## src/rtl/flow_tuple_counter_macros.svh

```systemverilog
// Assertion macros for the flow tuple counter RTL.
// Depends on a clk and rst signal in the scope where a macro is used.
`ifndef FLOW_TUPLE_COUNTER_MACROS_SVH
`define FLOW_TUPLE_COUNTER_MACROS_SVH
`ifndef SYNTH
`define FTC_ASSERT_IMPLIES(label, ante, cons) \
  label: assert property (@(posedge clk) disable iff (rst) (ante) |-> (cons)) \
    else $error("flow tuple counter check failed");
`define FTC_ASSERT_NEXT(label, ante, cons) \
  label: assert property (@(posedge clk) disable iff (rst) (ante) |=> (cons)) \
    else $error("flow tuple counter check failed");
`else
`define FTC_ASSERT_IMPLIES(label, ante, cons)
`define FTC_ASSERT_NEXT(label, ante, cons)
`endif
`endif

```

## src/rtl/ftc_pkg.sv

```systemverilog
// Shared types and constants for the flow tuple counter.
// No dependencies; used by every RTL file of the block.
package ftc_pkg;

  localparam int TABLE_ENTRIES_DEFAULT = 1024;

  localparam logic [2:0] ST_DISABLED = 3'd0;
  localparam logic [2:0] ST_NOT_IP   = 3'd1;
  localparam logic [2:0] ST_UPDATED  = 3'd2;
  localparam logic [2:0] ST_CREATED  = 3'd3;
  localparam logic [2:0] ST_FULL     = 3'd4;
  localparam logic [2:0] ST_VALID    = 3'd5;
  localparam logic [2:0] ST_EMPTY    = 3'd6;

  localparam logic [3:0] FAM_IPV4 = 4'd2;
  localparam logic [3:0] FAM_IPV6 = 4'd10;

  localparam logic [15:0] ETH_IPV4 = 16'h0800;
  localparam logic [15:0] ETH_IPV6 = 16'h86DD;

  localparam logic [7:0] PROTO_TCP = 8'd6;
  localparam logic [7:0] PROTO_UDP = 8'd17;

  typedef struct packed {
    logic        action;
    logic [7:0]  data_byte;
    logic        end_of_frame;
    logic [63:0] timestamp;
    logic [9:0]  entry_index;
  } in_t;

  typedef struct packed {
    logic [2:0]  status;
    logic [63:0] src_addr_hi;
    logic [63:0] src_addr_lo;
    logic [63:0] dst_addr_hi;
    logic [63:0] dst_addr_lo;
    logic [15:0] l4_src;
    logic [15:0] l4_dst;
    logic [3:0]  family;
    logic [7:0]  protocol;
    logic [63:0] packet_count;
    logic [63:0] byte_count;
    logic [63:0] latest_stamp;
  } out_t;

  typedef struct packed {
    logic [63:0] src_hi;
    logic [63:0] src_lo;
    logic [63:0] dst_hi;
    logic [63:0] dst_lo;
    logic [15:0] l4_src;
    logic [15:0] l4_dst;
    logic [3:0]  family;
    logic [7:0]  protocol;
  } key_t;

  typedef struct packed {
    key_t        key;
    logic [63:0] packets;
    logic [63:0] bytes;
    logic [63:0] seen;
  } entry_t;

  typedef enum logic [1:0] {
    CMD_REPORT,
    CMD_READ,
    CMD_FRAME
  } cmd_kind_t;

  // One transfer from the parser to the table engine
  typedef struct packed {
    cmd_kind_t   kind;
    logic [2:0]  status;
    key_t        key;
    logic [15:0] len;
    logic [63:0] stamp;
    logic [9:0]  entry_index;
  } cmd_t;

  typedef enum logic [2:0] {
    S_IDLE,
    S_DISPATCH,
    S_SCAN_CMP,
    S_READ_OUT,
    S_MISS
  } eng_state_t;

  function automatic out_t make_result(logic [2:0] st, key_t k, logic [63:0] pk,
                                       logic [63:0] by, logic [63:0] tm);
    out_t r;
    r.status       = st;
    r.src_addr_hi  = k.src_hi;
    r.src_addr_lo  = k.src_lo;
    r.dst_addr_hi  = k.dst_hi;
    r.dst_addr_lo  = k.dst_lo;
    r.l4_src       = k.l4_src;
    r.l4_dst       = k.l4_dst;
    r.family       = k.family;
    r.protocol     = k.protocol;
    r.packet_count = pk;
    r.byte_count   = by;
    r.latest_stamp = tm;
    return r;
  endfunction

endpackage

```

## src/rtl/ftc_front.sv

```systemverilog
// Byte parser: extracts the flow key from each frame and issues commands.
// Depends on ftc_pkg.
module ftc_front (
  input  logic          clk,
  input  logic          rst,
  input  logic          accept,
  input  ftc_pkg::in_t  item,
  input  logic          capture_enable,
  output logic          push,
  output ftc_pkg::cmd_t cmd
);

  logic [15:0] byte_position, byte_position_next;
  logic [15:0] frame_ethertype, frame_ethertype_next;
  logic [3:0]  header_words, header_words_next;
  logic [7:0]  cur_protocol, cur_protocol_next;
  logic [63:0] cur_src_hi, cur_src_hi_next;
  logic [63:0] cur_src_lo, cur_src_lo_next;
  logic [63:0] cur_dst_hi, cur_dst_hi_next;
  logic [63:0] cur_dst_lo, cur_dst_lo_next;
  logic [31:0] cur_ports, cur_ports_next;

  logic [15:0] off;
  logic [16:0] l4_pos;
  logic [16:0] l4_end;
  logic [4:0]  need;
  logic [3:0]  fam;
  logic        is_ip;
  logic        byte_in;

  // OR byte b into big-endian lane k of a word
  function automatic logic [63:0] put8(logic [63:0] w, logic [2:0] k, logic [7:0] b);
    return w | ({56'd0, b} << (6'd56 - {k, 3'b000}));
  endfunction

  assign byte_in = accept && !item.action;
  assign off     = byte_position - 16'd14;

  // Parse the incoming byte
  always_comb begin
    frame_ethertype_next = frame_ethertype;
    header_words_next    = header_words;
    cur_protocol_next    = cur_protocol;
    cur_src_hi_next      = cur_src_hi;
    cur_src_lo_next      = cur_src_lo;
    cur_dst_hi_next      = cur_dst_hi;
    cur_dst_lo_next      = cur_dst_lo;
    cur_ports_next       = cur_ports;
    l4_pos               = 17'd54;
    if (byte_position == 16'd12) begin
      frame_ethertype_next = {item.data_byte, 8'h00};
    end
    if (byte_position == 16'd13) begin
      frame_ethertype_next = {frame_ethertype[15:8], item.data_byte};
    end
    if (byte_position >= 16'd14) begin
      if (frame_ethertype == ftc_pkg::ETH_IPV4) begin
        if (off == 16'd0) header_words_next = item.data_byte[3:0];
        if (off == 16'd9) cur_protocol_next = item.data_byte;
        if (off >= 16'd12 && off < 16'd16) begin
          cur_src_hi_next = put8(cur_src_hi, off[2:0] - 3'd4, item.data_byte);
        end
        if (off >= 16'd16 && off < 16'd20) begin
          cur_dst_hi_next = put8(cur_dst_hi, off[2:0], item.data_byte);
        end
        l4_pos = 17'd14 + {11'd0, header_words_next, 2'b00};
        if ({1'b0, byte_position} >= l4_pos && {1'b0, byte_position} < l4_pos + 17'd4) begin
          cur_ports_next = cur_ports | ({24'd0, item.data_byte} <<
                           (5'd24 - {byte_position[1:0] - l4_pos[1:0], 3'b000}));
        end
      end else if (frame_ethertype == ftc_pkg::ETH_IPV6) begin
        if (off == 16'd6) cur_protocol_next = item.data_byte;
        if (off >= 16'd8 && off < 16'd16) begin
          cur_src_hi_next = put8(cur_src_hi, off[2:0], item.data_byte);
        end
        if (off >= 16'd16 && off < 16'd24) begin
          cur_src_lo_next = put8(cur_src_lo, off[2:0], item.data_byte);
        end
        if (off >= 16'd24 && off < 16'd32) begin
          cur_dst_hi_next = put8(cur_dst_hi, off[2:0], item.data_byte);
        end
        if (off >= 16'd32 && off < 16'd40) begin
          cur_dst_lo_next = put8(cur_dst_lo, off[2:0], item.data_byte);
        end
        if (byte_position >= 16'd54 && byte_position < 16'd58) begin
          cur_ports_next = cur_ports | ({24'd0, item.data_byte} <<
                           (5'd24 - {byte_position[1:0] - 2'd2, 3'b000}));
        end
      end
    end
    byte_position_next = (byte_position == 16'hFFFF) ? byte_position
                                                     : byte_position + 16'd1;
  end

  // Classify the frame at its last byte
  always_comb begin
    is_ip  = 1'b0;
    fam    = 4'd0;
    l4_end = 17'd54;
    need   = 5'd0;
    if (frame_ethertype_next == ftc_pkg::ETH_IPV4 && byte_position_next >= 16'd34) begin
      is_ip  = 1'b1;
      fam    = ftc_pkg::FAM_IPV4;
      l4_end = 17'd14 + {11'd0, header_words_next, 2'b00};
    end else if (frame_ethertype_next == ftc_pkg::ETH_IPV6 &&
                 byte_position_next >= 16'd54) begin
      is_ip = 1'b1;
      fam   = ftc_pkg::FAM_IPV6;
    end
    if (cur_protocol_next == ftc_pkg::PROTO_TCP) need = 5'd20;
    else if (cur_protocol_next == ftc_pkg::PROTO_UDP) need = 5'd8;
  end

  // Build the command handed to the table engine
  always_comb begin
    cmd              = '0;
    cmd.stamp        = item.timestamp;
    cmd.entry_index  = item.entry_index;
    cmd.len          = byte_position_next;
    cmd.key.src_hi   = cur_src_hi_next;
    cmd.key.src_lo   = cur_src_lo_next;
    cmd.key.dst_hi   = cur_dst_hi_next;
    cmd.key.dst_lo   = cur_dst_lo_next;
    cmd.key.family   = fam;
    cmd.key.protocol = cur_protocol_next;
    if (need != 5'd0 && {1'b0, byte_position_next} >= l4_end + {12'd0, need}) begin
      cmd.key.l4_src = cur_ports_next[31:16];
      cmd.key.l4_dst = cur_ports_next[15:0];
    end
    if (item.action) begin
      cmd.kind = ftc_pkg::CMD_READ;
      cmd.key  = '0;
    end else if (!capture_enable) begin
      cmd.kind   = ftc_pkg::CMD_REPORT;
      cmd.status = ftc_pkg::ST_DISABLED;
    end else if (!is_ip) begin
      cmd.kind   = ftc_pkg::CMD_REPORT;
      cmd.status = ftc_pkg::ST_NOT_IP;
    end else begin
      cmd.kind = ftc_pkg::CMD_FRAME;
    end
  end

  assign push = accept && (item.action || item.end_of_frame);

  // Advance the frame state; clear it after the last byte
  always_ff @(posedge clk) begin
    if (rst || (byte_in && item.end_of_frame)) begin
      byte_position   <= '0;
      frame_ethertype <= '0;
      header_words    <= '0;
      cur_protocol    <= '0;
      cur_src_hi      <= '0;
      cur_src_lo      <= '0;
      cur_dst_hi      <= '0;
      cur_dst_lo      <= '0;
      cur_ports       <= '0;
    end else if (byte_in) begin
      byte_position   <= byte_position_next;
      frame_ethertype <= frame_ethertype_next;
      header_words    <= header_words_next;
      cur_protocol    <= cur_protocol_next;
      cur_src_hi      <= cur_src_hi_next;
      cur_src_lo      <= cur_src_lo_next;
      cur_dst_hi      <= cur_dst_hi_next;
      cur_dst_lo      <= cur_dst_lo_next;
      cur_ports       <= cur_ports_next;
    end
  end

endmodule

```

## config.mk

```make
export PLATFORM = sky130hd
export DESIGN_NAME = ftc_front
export DESIGN_NICKNAME = d
export VERILOG_FILES = /design/src/rtl/flow_tuple_counter_macros.svh /design/src/rtl/ftc_pkg.sv /design/src/rtl/ftc_front.sv
export SDC_FILE = /design/constraint.sdc
export NUM_CORES = 1
export LEC_CHECK = 0
export BUFFER_PORTS_ARGS = -buffer_cell sky130_fd_sc_hd__buf_4
export CORE_AREA = 2 2 190 192
export CTS_CLUSTER_DIAMETER = 200
export DETAILED_ROUTE_END_ITERATION = 6
export DIE_AREA = 0 0 192 194
export GPL_TIMING_DRIVEN = 0
export PLACE_DENSITY = 0.86
export SYNTH_ARGS = -nofsm -noshare
export SYNTH_HDL_FRONTEND = slang
export SYNTH_SLANG_ARGS = --single-unit
export TNS_END_PERCENT = 10
```

## constraint.sdc

```tcl
create_clock -name clk -period 14 [get_ports clk]
set_clock_uncertainty 0.15 [all_clocks]
set_input_delay 2.8 -clock clk [delete_from_list [all_inputs] [get_ports clk]]
set_output_delay 2.8 -clock clk [all_outputs]
set_load 0.02 [all_outputs]
```

==> impl_metrics.tcl <==
set metrics [dict create \
    pwr-share-comb 0.089 \
    synthFlopType "dfxtp_1" \
    worstMarginPinSlew_ps 1030 \
    cts_tree "yes" \
    async_flop_share 0 \
    area_delta_synth_final_pct 27.1 \
    diodes 0 \
    ys_seq_area_frac 0.378 \
    hold_class "reg -> reg" \
    fmax_ghz 0.0909 \
    clk_path_buf_depth 3 \
    gp_congestion 1.00 \
    grt_overflow_total 0 \
    grt_pass1_vias 19500 \
    clkSinkCount 332 \
    hold_violations 0 \
    p_leak_nw 9.07 \
    die_x_um 192 \
    final_cell_mix "nor2_1, a21oi_1, buf_4, dfxtp_1, clkbuf_1" \
    required_ps 11050 \
    p_sw_w 0.000551 \
    start_util 0.499 \
    rsz0062_at_grt "false" \
    status "finished with violations" \
    fp.coreArea_mm2 0.0352 \
    yosys_register_bits 332 \
    grt_max_degree 14 \
    fillers 3165 \
    regToRegEndpoint "cur_ports[3]" \
    fin_tns_setup_ps 0 \
    grt_antenna_before_repair 0 \
    grt_first_pass_wirelength_mm 116 \
    post_cts_buffers 0 \
    switching_share 0.264 \
    htree_num_levels 2 \
    drc 4 \
    cp-end-kind "output port" \
    clkTransAtPathRegs_ps 60 \
    wl_per_cell_um 23.0 \
    yosysUniqueCellTypes 70 \
    final_common_cell "nor2_1" \
    cpPeakStageDelay_ps 790 \
    placed_area_mm2 0.0212 \
    drtPass1Iterations 7 \
    final_antenna_net_count 0 \
    dpl.hpwl_mm 59.9 \
    timing.rr.start "byte_position[2]" \
    p_seq_frac 0.454 \
    dieArea_mm2 0.0372 \
    min_to "cur_dst_hi[45]" \
    final_util 0.635 \
    min_from "cur_dst_hi[45]" \
    multi_input_area_mm2 0.00943 \
    drv_slew 0 \
    ctsResizeCount 0 \
    synth_edf_count 0 \
    worst_skew_pair.late_latency_ps 550 \
    nets 3070 \
    max-slew-margin-rel 0.312 \
    ir_drop_v 0.0000838 \
    hold_buffers 0 \
    reg2reg_depth 24 \
    fin_area_mm2 0.0224 \
    timing.final.crit_share 0.786 \
    fp.dieH_um 194 \
    cp-start-kind "primary input" \
    worstSetupPathType "in -> out" \
    path_cells "clkbuf_1 > clkbuf_1 > mux2i_1 > ha_1 > nand2b_1 > a22o_1 > nand3_1 > nor3_1 > xnor2_1 > ha_1 > a21o_1 > a21oi_1 > nor2b_1 > a2111o_1 > a2111oi_4 > clkbuf_1 > a31oi_1 > nor2_1 > buf_4" \
    powerDensity_mw_per_mm2 93.1 \
    clock-root-buffer "clkbuf_16" \
    cp_slowest_cell "a2111oi_4" \
    synth_area_per_cell_um2 7.01 \
    period_needed_ps 11000 \
    crit_path_frequent_cell "clkbuf_1" \
    p_clk_frac 0.456 \
    io_buffers 403 \
    num_rows 69 \
    drive_gt1_frac 0.200 \
    vias_per_cell 6.16 \
    critPathArrivalTime_ps 8050 \
    drtIter0Drc 2629 \
    setup_violations 0 \
    cellInternalPower_w 0.00153 \
    synth_area_mm2 0.0176 \
    vias 21200 \
    violations "DRC" \
    ys_warn_count 0 \
    r2r_setup_slack_ps 6890 \
    drt_wl_total_mm 79.0 \
    synthCells 2509 \
    cts_buffers 36 \
    ios 484 \
    cp_max_fo 10 \
    drv_cap 0 \
    regArea_mm2 0.00665 \
    min_path_cells 2 \
    grt.total_usage 0.403 \
]
## layer usage
metal | GRT usage | routed length, um | vias to the layer above
li1 | - | - | 9391
met1 | 0.489 | 28300 | 9879
met2 | 0.634 | 35100 | 1579
met3 | 0.107 | 10200 | 321
met4 | 0.249 | 5450 | 0
met5 | 0.00796 | 0 | -
## state kept, by name, summed over array words and instances (netlist names)
register         count
cur_dst_lo          64
cur_dst_hi          64
byte_position       16
cur_ports           32
cur_src_lo          64
cur_src_hi          64
cur_protocol         8
header_words         4
frame_ethertype     16
## per-stage QoR
stage	hold WS, ps	instances	total power (W)	setup WS (ps)
after floorplan	276	2512	0.00107	4550
after global placement	284	3376	0.00114	3220
after detailed placement	291	3376	0.00114	3180
after CTS	304	3436	0.00207	3160
after global routing	329	3436	0.00212	2830
final	302	3436	0.00208	3000
## kinds of logic after synthesis
group,Yosys count,synth area share
buf+inv,314,0.0864
compound gates,717,0.226
fa+ha+maj,29,0.0211
other cells,2,0.000427
simple gates,1061,0.259
mux,29,0.0170
xor+xnor,25,0.0124
flops,332,0.378
## cell usage after synthesis, drive strengths merged (11+ instances only)
cell	count	area, um2
nor2	712	2670
a21oi	518	2590
dfxtp	332	6650
clkbuf	171	642
nand2	133	502
buf	129	826
a31oi	86	538
nand3	45	230
nor3	43	220
and3	29	181
ha	28	350
mux2i	25	254
o31ai	24	180
o21ai	22	110
inv	14	52.6
xor2	14	123
nand4	12	75.1
o22ai	11	68.8
xnor2	11	96.3
## worst max-delay path by stage
stage,depth (start not counted),startpoint,slack (ps),to
floorplan,18,item[76],4550,cmd[109]
global placement,19,item[76],3220,cmd[128]
detailed placement,19,item[76],3180,cmd[128]
CTS,19,item[76],3160,cmd[128]
global route,19,item[76],2830,cmd[128]
finish,19,item[76],3000,cmd[128]
## layout make-up
class,instances,share of cell area
buffer,300,0.0656
sequential,332,0.297
inverter,14,0.00235
tap,461,0.0258
clock buffer,53,0.0486
clock inverter,7,0.00336
timing repair buffer,403,0.135
multi-input combinational,1866,0.422
## power groups by stage
stage	combinational (W)	clock (W)	sequential, W
after floorplan	0.000102	0	0.000967
after global placement	0.000176	0	0.000967
after detailed placement	0.000177	0	0.000967
after CTS	0.000178	0.000943	0.000946
after global routing	0.000192	0.000980	0.000946
final	0.000186	0.000950	0.000946
## critical path: cells and delay by family
kind,cells,cell delay (ps)
xor gates and xnor gates,1,130
and+or+nand+nor,5,640
buffers and inverters,4,1580
adders and majority gates,2,640
muxes,1,370
AOI/OAI and AO/OA,6,1860
Power figures use the tool's default switching activity.
