File: src/rtl/flow_tuple_counter_macros.svh
// Assertion macros for the flow tuple counter RTL.
// Depends on a clk and rst signal in the scope where a macro is used.
`ifndef FLOW_TUPLE_COUNTER_MACROS_SVH
`define FLOW_TUPLE_COUNTER_MACROS_SVH
`ifndef SYNTH
`define FTC_ASSERT_IMPLIES(label, ante, cons) \
  label: assert property (@(posedge clk) disable iff (rst) (ante) |-> (cons)) \
    else $error("flow tuple counter check failed");
`define FTC_ASSERT_NEXT(label, ante, cons) \
  label: assert property (@(posedge clk) disable iff (rst) (ante) |=> (cons)) \
    else $error("flow tuple counter check failed");
`else
`define FTC_ASSERT_IMPLIES(label, ante, cons)
`define FTC_ASSERT_NEXT(label, ante, cons)
`endif
`endif

File: src/rtl/ftc_pkg.sv
// Shared types and constants for the flow tuple counter.
// No dependencies; used by every RTL file of the block.
package ftc_pkg;

  localparam int TABLE_ENTRIES_DEFAULT = 1024;

  localparam logic [2:0] ST_DISABLED = 3'd0;
  localparam logic [2:0] ST_NOT_IP   = 3'd1;
  localparam logic [2:0] ST_UPDATED  = 3'd2;
  localparam logic [2:0] ST_CREATED  = 3'd3;
  localparam logic [2:0] ST_FULL     = 3'd4;
  localparam logic [2:0] ST_VALID    = 3'd5;
  localparam logic [2:0] ST_EMPTY    = 3'd6;

  localparam logic [3:0] FAM_IPV4 = 4'd2;
  localparam logic [3:0] FAM_IPV6 = 4'd10;

  localparam logic [15:0] ETH_IPV4 = 16'h0800;
  localparam logic [15:0] ETH_IPV6 = 16'h86DD;

  localparam logic [7:0] PROTO_TCP = 8'd6;
  localparam logic [7:0] PROTO_UDP = 8'd17;

  typedef struct packed {
    logic        action;
    logic [7:0]  data_byte;
    logic        end_of_frame;
    logic [63:0] timestamp;
    logic [9:0]  entry_index;
  } in_t;

  typedef struct packed {
    logic [2:0]  status;
    logic [63:0] src_addr_hi;
    logic [63:0] src_addr_lo;
    logic [63:0] dst_addr_hi;
    logic [63:0] dst_addr_lo;
    logic [15:0] l4_src;
    logic [15:0] l4_dst;
    logic [3:0]  family;
    logic [7:0]  protocol;
    logic [63:0] packet_count;
    logic [63:0] byte_count;
    logic [63:0] latest_stamp;
  } out_t;

  typedef struct packed {
    logic [63:0] src_hi;
    logic [63:0] src_lo;
    logic [63:0] dst_hi;
    logic [63:0] dst_lo;
    logic [15:0] l4_src;
    logic [15:0] l4_dst;
    logic [3:0]  family;
    logic [7:0]  protocol;
  } key_t;

  typedef struct packed {
    key_t        key;
    logic [63:0] packets;
    logic [63:0] bytes;
    logic [63:0] seen;
  } entry_t;

  typedef enum logic [1:0] {
    CMD_REPORT,
    CMD_READ,
    CMD_FRAME
  } cmd_kind_t;

  // One transfer from the parser to the table engine
  typedef struct packed {
    cmd_kind_t   kind;
    logic [2:0]  status;
    key_t        key;
    logic [15:0] len;
    logic [63:0] stamp;
    logic [9:0]  entry_index;
  } cmd_t;

  typedef enum logic [2:0] {
    S_IDLE,
    S_DISPATCH,
    S_SCAN_CMP,
    S_READ_OUT,
    S_MISS
  } eng_state_t;

  function automatic out_t make_result(logic [2:0] st, key_t k, logic [63:0] pk,
                                       logic [63:0] by, logic [63:0] tm);
    out_t r;
    r.status       = st;
    r.src_addr_hi  = k.src_hi;
    r.src_addr_lo  = k.src_lo;
    r.dst_addr_hi  = k.dst_hi;
    r.dst_addr_lo  = k.dst_lo;
    r.l4_src       = k.l4_src;
    r.l4_dst       = k.l4_dst;
    r.family       = k.family;
    r.protocol     = k.protocol;
    r.packet_count = pk;
    r.byte_count   = by;
    r.latest_stamp = tm;
    return r;
  endfunction

endpackage

File: src/rtl/ftc_queue.sv
// Two-entry command queue between the parser and the table engine.
// Depends on ftc_pkg and the assertion macro header.
`include "flow_tuple_counter_macros.svh"
module ftc_queue (
  input  logic          clk,
  input  logic          rst,
  input  logic          push,
  input  ftc_pkg::cmd_t push_data,
  input  logic          pop,
  output ftc_pkg::cmd_t pop_data,
  output logic          empty,
  output logic          full
);

  ftc_pkg::cmd_t slots [2];
  logic          wr_ptr;
  logic          rd_ptr;
  logic [1:0]    count;

  assign empty    = (count == 2'd0);
  assign full     = (count == 2'd2);
  assign pop_data = slots[rd_ptr];

  // Store pushed commands
  always_ff @(posedge clk) begin
    if (push) begin
      slots[wr_ptr] <= push_data;
    end
  end

  // Track pointers and occupancy
  always_ff @(posedge clk) begin
    if (rst) begin
      wr_ptr <= 1'b0;
      rd_ptr <= 1'b0;
      count  <= 2'd0;
    end else begin
      if (push) wr_ptr <= !wr_ptr;
      if (pop)  rd_ptr <= !rd_ptr;
      count <= count + {1'b0, push} - {1'b0, pop};
    end
  end

  `FTC_ASSERT_IMPLIES(a_no_overflow, push, !full || pop)
  `FTC_ASSERT_IMPLIES(a_no_underflow, pop, !empty)
  `FTC_ASSERT_NEXT(a_count_push, push && !pop, count == $past(count) + 2'd1)

endmodule

File: config.mk
export PLATFORM = sky130hd
export DESIGN_NAME = ftc_queue
export DESIGN_NICKNAME = d
export VERILOG_FILES = /design/src/rtl/ftc_pkg.sv /design/src/rtl/ftc_queue.sv
export VERILOG_INCLUDE_DIRS = /design/src /design/src/rtl
export SDC_FILE = /design/constraint.sdc
export NUM_CORES = 1
export LEC_CHECK = 0
export BUFFER_PORTS_ARGS = -buffer_cell sky130_fd_sc_hd__buf_2
export CAP_MARGIN = 20
export CORE_AREA = 2 2 308 310
export CTS_CLUSTER_DIAMETER = 150
export DETAILED_ROUTE_END_ITERATION = 6
export DIE_AREA = 0 0 310 312
export PLACE_DENSITY_LB_ADDON = 0.08
export SKIP_CTS_REPAIR_TIMING = 1
export SYNTH_ARGS = -nofsm -noshare
export SYNTH_HDL_FRONTEND = slang
export SYNTH_SLANG_ARGS = --single-unit
File: constraint.sdc
create_clock -name clk -period 23.5 [get_ports clk]
set_clock_uncertainty 0.15 [all_clocks]
set_input_delay 3.525 -clock clk [delete_from_list [all_inputs] [get_ports clk]]
set_output_delay 3.525 -clock clk [all_outputs]
set_load 0.05 [all_outputs]
==> results of run 1 <==
[power groups by stage]
stage	Clock, W	Sequential, W	Combinational, W
floorplan	0	0.00175	0.000434
global placement	0	0.00171	0.000590
detailed placement	0	0.00171	0.000593
CTS	0.00140	0.00168	0.000595
global route	0.00146	0.00169	0.000612
finish	0.00136	0.00168	0.000584
[per-stage QoR]
step	cells	hold WS (ns)
after floorplan	1250	0.330
after global placement	3269	0.348
after detailed placement	3269	0.344
after CTS	3429	0.369
after global routing	3441	0.426
final	3447	0.365
[routing by layer]
layer / vias to the layer above / share of wire / routed length, um / global-route usage
met2: 557 / 0.54 / 41200 / 0.279
met5: - / 0.0036 / 276 / 0
met4: 44 / 0.035 / 2710 / 0.0658
met1: 7412 / 0.34 / 25900 / 0.153
li1: 6778 / - / - / -
met3: 177 / 0.089 / 6870 / 0.0604
[cell families (layout without fill, tap and decap cells)]
logic type / count (synthesis) / in the layout / share of synthesized area
xor+xnor: 3 / 3 / 0.00139
fa+ha+maj: 2 / 2 / 0.000867
buf+inv: 46 / 972 / 0.0166
flops: 795 / 795 / 0.826
mux: 395 / 395 / 0.154
other cells: 0 / 17 / 0
simple gates: 9 / 9 / 0.00152
[worst max-delay path, stage by stage (launching register included)]
cell,delay [ns]
dfxtp_4,0.94
buf_4,0.92
buf_4,0.81
buf_4,0.73
mux2_2,0.42
buf_2,0.21
[sequential cells by signal, summed over array words and instances (netlist names), named ones only]
| signal | cells |
|---|---|
| slots | 790 |
| wr_ptr | 1 |
| count | 2 |
| rd_ptr | 1 |
[area by class of cell]
type	count	area [sq um]	area share
clock buffers	110	2390	0.0645
diodes	17	42.5	0.00115
well taps	1254	1570	0.0424
repair buffers	810	4140	0.112
inverters	2	7.51	0.000203
multi-input cells	409	4570	0.123
clock inverters	50	474	0.0128
flip-flops and latches	795	23800	0.644
[layout by cell type, fill, tap and decap left out]
cell / count
buf_16: 1
clkinvlp_4: 2
inv_6: 7
nor2b_4: 1
clkbuf_8: 4
xnor3_1: 1
clkbuf_16: 91
edfxtp_1: 790
dfxtp_1: 4
buf_4: 12
xnor2_1: 2
bufinv_16: 8
diode_2: 17
dfxtp_4: 1
clkinv_4: 3
ha_1: 2
clkinv_1: 15
nor2_1: 5
and2_4: 1
nor2b_1: 2
mux2_2: 395
buf_2: 795
clkbuf_1: 15
clkinv_2: 15
inv_1: 2
buf_12: 2
[how the worst min path moves through the flow]
stage / start / end / slack, ns / cells after the start
2_1_floorplan: rd_ptr / flop / 0.33 / 2
3_3_place_gp: rd_ptr / rd_ptr / 0.35 / 2
3_5_place_dp: rd_ptr / flop / 0.34 / 2
4_1_cts: rd_ptr / flop / 0.37 / 2
5_1_grt: rd_ptr / flop / 0.43 / 2
6_report: rd_ptr / flop / 0.36 / 2
==> impl_metrics.csv, run 1 <==
group,metric,value,unit
power_and_ir_drop,finalPower,0.00362,W
clock_tree,cts_root_buf,"clkbuf_16",
critical_path,r2r_end,"slots[0][359]",
logic_synthesis,synth_common_cells,"edfxtp_1, mux2_2, buf_6, dfxtp_1, nor2_1",
logic_synthesis,synth_area_per_cell,23.1,sq um
timing,hold_viol,0,
timing,worst_pin_slew,1.07,ns
logic_synthesis,ys_seq_elements,795,
routing,wl_per_cell,22.3,um
floorplan,fp.dieW,310,um
place,placed_cell_area,34100,sq um
global_routing,antenna_found_initial,43,
power_and_ir_drop,combPwrFrac,0.161,
power_and_ir_drop,netSwitchingFraction,0.276,
clock_tree,cts_tree,"done",
cells_and_area,drive_above_1_share,0.615,
critical_path,cp-start-kind,"flop",
power_and_ir_drop,clkPwrFrac,0.375,
cells_and_area,nNetsFinal,2507,
routing,route.detailed.drc,0,
global_routing,grt-ovfl-total,0,
routing,wirelength,77.0,mm
routing,drtAntennaViolNets,0,
global_routing,grt_pass1_vias,15900,
logic_synthesis,synth-edff-count,790,
critical_path,r2r-start,"wr_ptr",
logic_synthesis,ys_warn_count,0,
floorplan,initial_utilization,0.310,
clock_tree,cts_htree_levels,3,
routing,num_vias,15000,
place,pre_cts_slack,15.46,ns
timing,drv_slew,0,
logic_synthesis,ys_seq_area_frac,0.826,
floorplan,row_count,112,
power_and_ir_drop,p_seq_frac,0.464,
logic_synthesis,yosysTopAreaCell,"edfxtp_1",
floorplan,dieHeight,312,um
clock_tree,clk_pin_slew_worst_paths,0.06,ns
place,io_buffers,795,
logic_synthesis,yosysMostFrequentCell,"edfxtp_1",
logic_synthesis,netlist_area,28900,sq um
clock_tree,clkLatencyLatePin,0.64,ns
timing,fin_ws,14.96,ns
power_and_ir_drop,leakagePower,13.6,nW
cells_and_area,utilization,0.398,
timing,finalSetupViolCount,0,
critical_path,reg2reg_slack,19.66,ns
timing,setup_tns,0,ns
critical_path,setup.worst_path.end_class,"output pin",
place,hpwl,54.0,mm
power_and_ir_drop,power.internal,0.00262,W
run,drv_cap,0,
floorplan,coreArea,93000,sq um
timing,period_share,0.363,
outcome,outcome,"completed",
power_and_ir_drop,power.net_switching,0.00100,W
clock_tree,cts_buffers,88,
cells_and_area,final_area,37000,sq um
timing,fin_crit,8.54,ns
power_and_ir_drop,power_density,97.9,nW/um^2
power_and_ir_drop,peakVddDrop,0.0554,mV
min_path,hold_path_class,"reg -> reg",
logic_synthesis,netlist_instances,1250,
cells_and_area,nFillCells,8756,
clock_tree,clock-sinks,795,
critical_path,r2r_cells,4,
logic_synthesis,synth_fp_nets,1651,
place,gp_congestion,0.780,
logic_synthesis,yosysUniqueCellTypes,12,
routing,drt_iter0_drc,788,
routing,vias_per_cell,4.34,
logic_synthesis,synth.top_cell.area_share,0.822,
floorplan,io_pins,796,
critical_path,cp.arrival,4.86,ns
timing,clock.fmax,117,MHz
clock_tree,cts_buffer_depth,3,
critical_path,endpoint,"pop_data[360]",
logic_synthesis,synth_area_leaders,"edfxtp_1, mux2_2, buf_6",
global_routing,grt_first_pass_wirelength,107,mm
critical_path,critPathMaxFanout,75,
routing,firstDrtPassIters,6,
timing,rsz0062_at_grt,"no",
cells_and_area,syn_to_final_growth,28.3,%
critical_path,path_class,"reg -> out",
logic_synthesis,async_flop_share,0,
logic_synthesis,ys_dominant_reg_cell,"edfxtp_1",
global_routing,grt_use_total,0.153,
floorplan,dieArea,96700,sq um
global_routing,grt_max_degree,151,
timing,max-slew-margin-rel,0.286,
critical_path,crit_required,19.83,ns
(Power assumes the default switching activity.)
==> run 2, diff against run 1 <==
- clock period: 23.5 -> 7.14 ns (I/O delays scaled with it)
==> impl_metrics.csv, run 2 (same netlist as run 1, synthesis figures left out) <==
group,metric,value,unit
outcome,outcome,"completed",
critical_path,cp_slowest_cell,"dfxtp_4",
critical_path,cp_num_buf_inv,2,
routing,route.detailed.drc,0,
critical_path,critPathMaxFanout,66,
timing,period_share,0.590,
place,pre_cts_slack,3.52,ns
power_and_ir_drop,leakagePower,13.6,nW
floorplan,coreArea,93000,sq um
clock_tree,clock-sinks,795,
routing,drt_iter0_drc,811,
cells_and_area,utilization,0.398,
global_routing,grt_pass1_vias,16100,
cells_and_area,nNetsFinal,2506,
floorplan,initial_utilization,0.310,
floorplan,io_pins,796,
cells_and_area,top_register,"slots",
clock_tree,clkLatencyLatePin,0.63,ns
power_and_ir_drop,combPwrFrac,0.161,
min_path,min_path_cells,2,
cells_and_area,reg.largest.list,"slots: 790 flops, count: 2 flops",
cells_and_area,seqCellArea,23800,sq um
power_and_ir_drop,p_seq_frac,0.467,
power_and_ir_drop,power_density,321,nW/um^2
power_and_ir_drop,power.net_switching,0.00324,W
cells_and_area,finalNonFillerCells,3449,
clock_tree,cts_htree_levels,3,
floorplan,dieHeight,312,um
power_and_ir_drop,netSwitchingFraction,0.273,
clock_tree,clk_pin_slew_worst_paths,0.05,ns
critical_path,r2r-start,"wr_ptr",
critical_path,cp-start-kind,"flop",
routing,vias_per_cell,4.34,
power_and_ir_drop,peakVddDrop,0.205,mV
timing,worst_pin_slew,1.18,ns
critical_path,r2r_cells,2,
min_path,min_to,"rd_ptr",
min_path,hold_path_class,"reg -> reg",
timing,fin_crit,4.21,ns
clock_tree,cts_root_buf,"clkbuf_16",
cells_and_area,syn_to_final_growth,28.2,%
critical_path,crit_required,5.92,ns
critical_path,path_cells,"buf_4, mux2_2, buf_2",
timing,fin_ws,2.93,ns
critical_path,setup.worst_path.end_class,"output pin",
global_routing,grt-ovfl-total,0,
critical_path,critical-path-max-stage-delay,0.97,ns
place,dp.cells,3267,
global_routing,grt_max_degree,167,
clock_tree,cts_tree,"done",
routing,wirelength,77.7,mm
floorplan,fp.dieW,310,um
place,hpwl,54.2,mm
routing,drtAntennaViolNets,0,
routing,wl_per_cell,22.5,um
routing,num_vias,15000,
power_and_ir_drop,finalPower,0.0119,W
cells_and_area,multi_input_area,4570,sq um
routing,firstDrtPassIters,5,
power_and_ir_drop,power.internal,0.00864,W
cells_and_area,layout_commonest_cell,"buf_2",
power_and_ir_drop,clkPwrFrac,0.373,
timing,hold_viol,0,
critical_path,r2r_end,"slots[0][52]",
cells_and_area,drive_above_1_share,0.608,
cells_and_area,largest_register_ffs,790,
global_routing,antenna_found_initial,46,
place,io_buffers,795,
timing,finalSetupViolCount,0,
cells_and_area,final_cell_mix,"buf_2, edfxtp_1, mux2_2, clkbuf_16, clkinv_1",
timing,rsz0062_at_grt,"no",
min_path,hold_start,"rd_ptr",
critical_path,reg2reg_slack,4.78,ns
floorplan,dieArea,96700,sq um
global_routing,grt_first_pass_wirelength,107,mm
clock_tree,cts_buffers,89,
timing,max-slew-margin-rel,0.211,
global_routing,grt_use_total,0.155,
floorplan,row_count,112,
clock_tree,cts_buffer_depth,3,
critical_path,critPathTopFamily,"flip-flops",
timing,drv_slew,0,
critical_path,cp.arrival,2.99,ns
timing,setup_tns,0,ns
run,drv_cap,0,
place,gp_congestion,0.813,
timing,clock.fmax,237,MHz
cells_and_area,nFillCells,8748,
critical_path,path_class,"reg -> out",
## run 2: changes by cell type in the layout (fill, tap and decap cells not counted), moves of 4 or more
cell      before  now
buf_12         2    6
clkbuf_1      15   20
buf_4         12    6
inv_6          7    1
clkinv_1      15   23
clkbuf_8       4    0
diode_2       17   26
clkinv_2      15    9
## run 2: area by class of cell
cell class | count | area share
multi-input cells | 409 | 0.123
repair buffers | 808 | 0.113
clock buffers | 109 | 0.0622
clock inverters | 46 | 0.0131
flip-flops and latches | 795 | 0.644
well taps | 1254 | 0.0424
inverters | 2 | 0.000203
diodes | 26 | 0.00176
## run 2: worst register-to-register path, delay by kind of cell (launching register included)
family | cells | cell delay, ns
buffers and inverters | 1 | 0.66
flip-flops | 1 | 0.35
AND/OR/NAND/NOR | 1 | 0.46
## run 2: worst max-delay path by stage
stage,start,end,slack (ns),cells past startpoint
5_1_grt,flop,pop_data[133],2.72,3
2_1_floorplan,push,slots[0][0],-0.42,1
3_3_place_gp,flop,pop_data[145],3.56,3
3_5_place_dp,flop,pop_data[77],3.52,3
4_1_cts,flop,pop_data[77],2.79,3
6_report,flop,pop_data[209],2.93,3
## run 2: layer usage
layer | routed length (um) | up-vias | GRT usage
li1 | - | 6767 | -
met1 | 25100 | 7439 | 0.146
met2 | 41900 | 534 | 0.282
met3 | 7160 | 190 | 0.0630
met4 | 3320 | 32 | 0.0844
met5 | 204 | - | 0
## run 2: power by group through the flow
stage                     sequential (W)  combinational (W)  clock (W)
after floorplan                  0.00565            0.00143          0
after global placement           0.00563            0.00193          0
after detailed placement         0.00564            0.00194          0
after CTS                        0.00554            0.00194    0.00459
after global routing             0.00556            0.00201    0.00476
final                            0.00554            0.00191    0.00443
## run 2: stage by stage
step	hold WS, ns	instance area (sq um)
final	0.360	37000
after floorplan	0.330	28900
after CTS	0.370	36900
after global placement	0.342	34100
after detailed placement	0.354	34100
after global routing	0.394	37000
==> run 3, diff against run 2 <==
- clock period: 7.14 -> 4.39 ns (I/O delays scaled with it)
==> impl_metrics.csv, run 3 (same netlist as run 1, synthesis figures left out) <==
group,metric,value,unit
floorplan,dieArea,96700,sq um
run,drv_cap,0,
critical_path,r2r-start,"wr_ptr",
clock_tree,cts_root_buf,"clkbuf_16",
cells_and_area,layout_commonest_cell,"buf_2",
min_path,hold_path_class,"in -> reg",
floorplan,row_count,112,
critical_path,path_class,"reg -> out",
routing,drt_iter0_drc,799,
outcome,outcome,"completed",
routing,drtAntennaViolNets,0,
cells_and_area,largest_register_ffs,790,
critical_path,reg2reg_slack,2.18,ns
critical_path,cp.arrival,2.63,ns
routing,wl_per_cell,22.6,um
routing,route.detailed.drc,0,
critical_path,cp-start-kind,"flop",
timing,period_share,0.784,
clock_tree,cts_buffers,88,
clock_tree,clk_pin_slew_worst_paths,0.06,ns
floorplan,io_pins,796,
global_routing,grt-ovfl-total,0,
timing,fin_crit,3.44,ns
global_routing,grt_pass1_vias,16100,
routing,firstDrtPassIters,4,
global_routing,grt_first_pass_wirelength,109,mm
min_path,min_path_cells,1,
timing,max-slew-margin-rel,0.518,
clock_tree,cts_htree_levels,3,
clock_tree,cts_buffer_depth,3,
place,io_buffers,795,
routing,wirelength,78.2,mm
critical_path,r2r_cells,2,
power_and_ir_drop,peakVddDrop,0.312,mV
floorplan,coreArea,93000,sq um
timing,drv_slew,0,
cells_and_area,seqCellArea,23800,sq um
power_and_ir_drop,finalPower,0.0188,W
min_path,hold_start,"push_data[258]",
critical_path,crit_required,3.58,ns
cells_and_area,nNetsFinal,2520,
cells_and_area,nFillCells,8718,
critical_path,setup.worst_path.end_class,"output pin",
routing,vias_per_cell,4.35,
floorplan,initial_utilization,0.310,
global_routing,antenna_found_initial,41,
timing,finalSetupViolCount,0,
routing,num_vias,15000,
critical_path,critPathMaxFanout,87,
timing,setup_tns,0,ns
cells_and_area,reg.largest.list,"slots: 790 flops, count: 2 flops",
floorplan,fp.dieW,310,um
power_and_ir_drop,power_density,509,nW/um^2
cells_and_area,drive_above_1_share,0.607,
place,hpwl,55.1,mm
global_routing,grt_max_degree,88,
place,gp_congestion,0.774,
power_and_ir_drop,leakagePower,13.6,nW
min_path,min_to,"slots[0][258]",
cells_and_area,top_register,"slots",
clock_tree,clkLatencyLatePin,0.63,ns
cells_and_area,syn_to_final_growth,28.1,%
timing,clock.fmax,290,MHz
timing,hold_viol,0,
cells_and_area,final_cell_mix,"buf_2, edfxtp_1, mux2_2, clkbuf_16, clkinv_1",
global_routing,grt_use_total,0.156,
timing,worst_pin_slew,0.723,ns
timing,hold_slack,0.0513,ns
clock_tree,cts_tree,"done",
cells_and_area,multi_input_area,4570,sq um
timing,rsz0062_at_grt,"no",
critical_path,r2r_end,"slots[1][110]",
clock_tree,clock-sinks,795,
floorplan,dieHeight,312,um
-- run 3: changes by cell type in the layout (fill, tap and decap cells not counted), moves of 4 or more --
cell       previous run  this run
buf_4                 6        10
bufinv_16            11         0
clkinv_1             23        30
buf_12                6        15
clkinv_2              9        16
diode_2              26        20
-- run 3: cell type report --
cell class                      instances  area share
Timing Repair Buffer                  823       0.119
Clock buffer                          109      0.0634
Tap cell                             1254      0.0424
Inverter                                2    0.000203
Antenna cell                           20     0.00135
Multi-Input combinational cell        409       0.124
Sequential cell                       795       0.644
Clock inverter                         50     0.00616
-- run 3: critical path: stages, from the launching register on --
cell and delay (ns):
dfxtp_4 0.76, buf_12 0.47, mux2_2 0.43, buf_2 0.22
-- run 3: worst max-delay path by stage --
stage	endpoint	cells past startpoint	slack [ns]
2_1_floorplan	slots[0][0]	1	-2.75
3_5_place_dp	pop_data[91]	3	1.54
4_1_cts	pop_data[102]	3	0.82
3_3_place_gp	pop_data[91]	3	1.55
6_report	pop_data[2]	3	0.95
5_1_grt	pop_data[102]	3	0.77
-- run 3: metrics by stage --
stage / setup slack [ns] / utilization / area, sq um / std cells
2_1_floorplan: -2.75 / - / 28900 / 1250
3_3_place_gp: 1.55 / 0.369 / 34300 / 3280
3_5_place_dp: 1.54 / 0.369 / 34300 / 3280
4_1_cts: 0.816 / 0.397 / 36900 / 3439
5_1_grt: 0.770 / 0.397 / 37000 / 3453
6_report: 0.947 / 0.397 / 37000 / 3462
-- run 3: layer usage --
layer	part of all wire	wire, um	track usage	vias up
met1	0.34	26600	0.154	7564
met2	0.55	42900	0.292	496
met4	0.031	2410	0.0592	34
met5	0.0027	209	0	-
li1	-	-	-	6799
met3	0.079	6170	0.0601	151
-- run 3: power by group --
| group | total [W] | internal [W] | leakage (nW) | switching, W |
|---|---|---|---|---|
| clock network | 0.00666 | 0.00377 | 1.27 | 0.00289 |
| logic | 0.00318 | 0.000855 | 4.86 | 0.00232 |
| registers | 0.00898 | 0.00887 | 7.46 | 0.000112 |
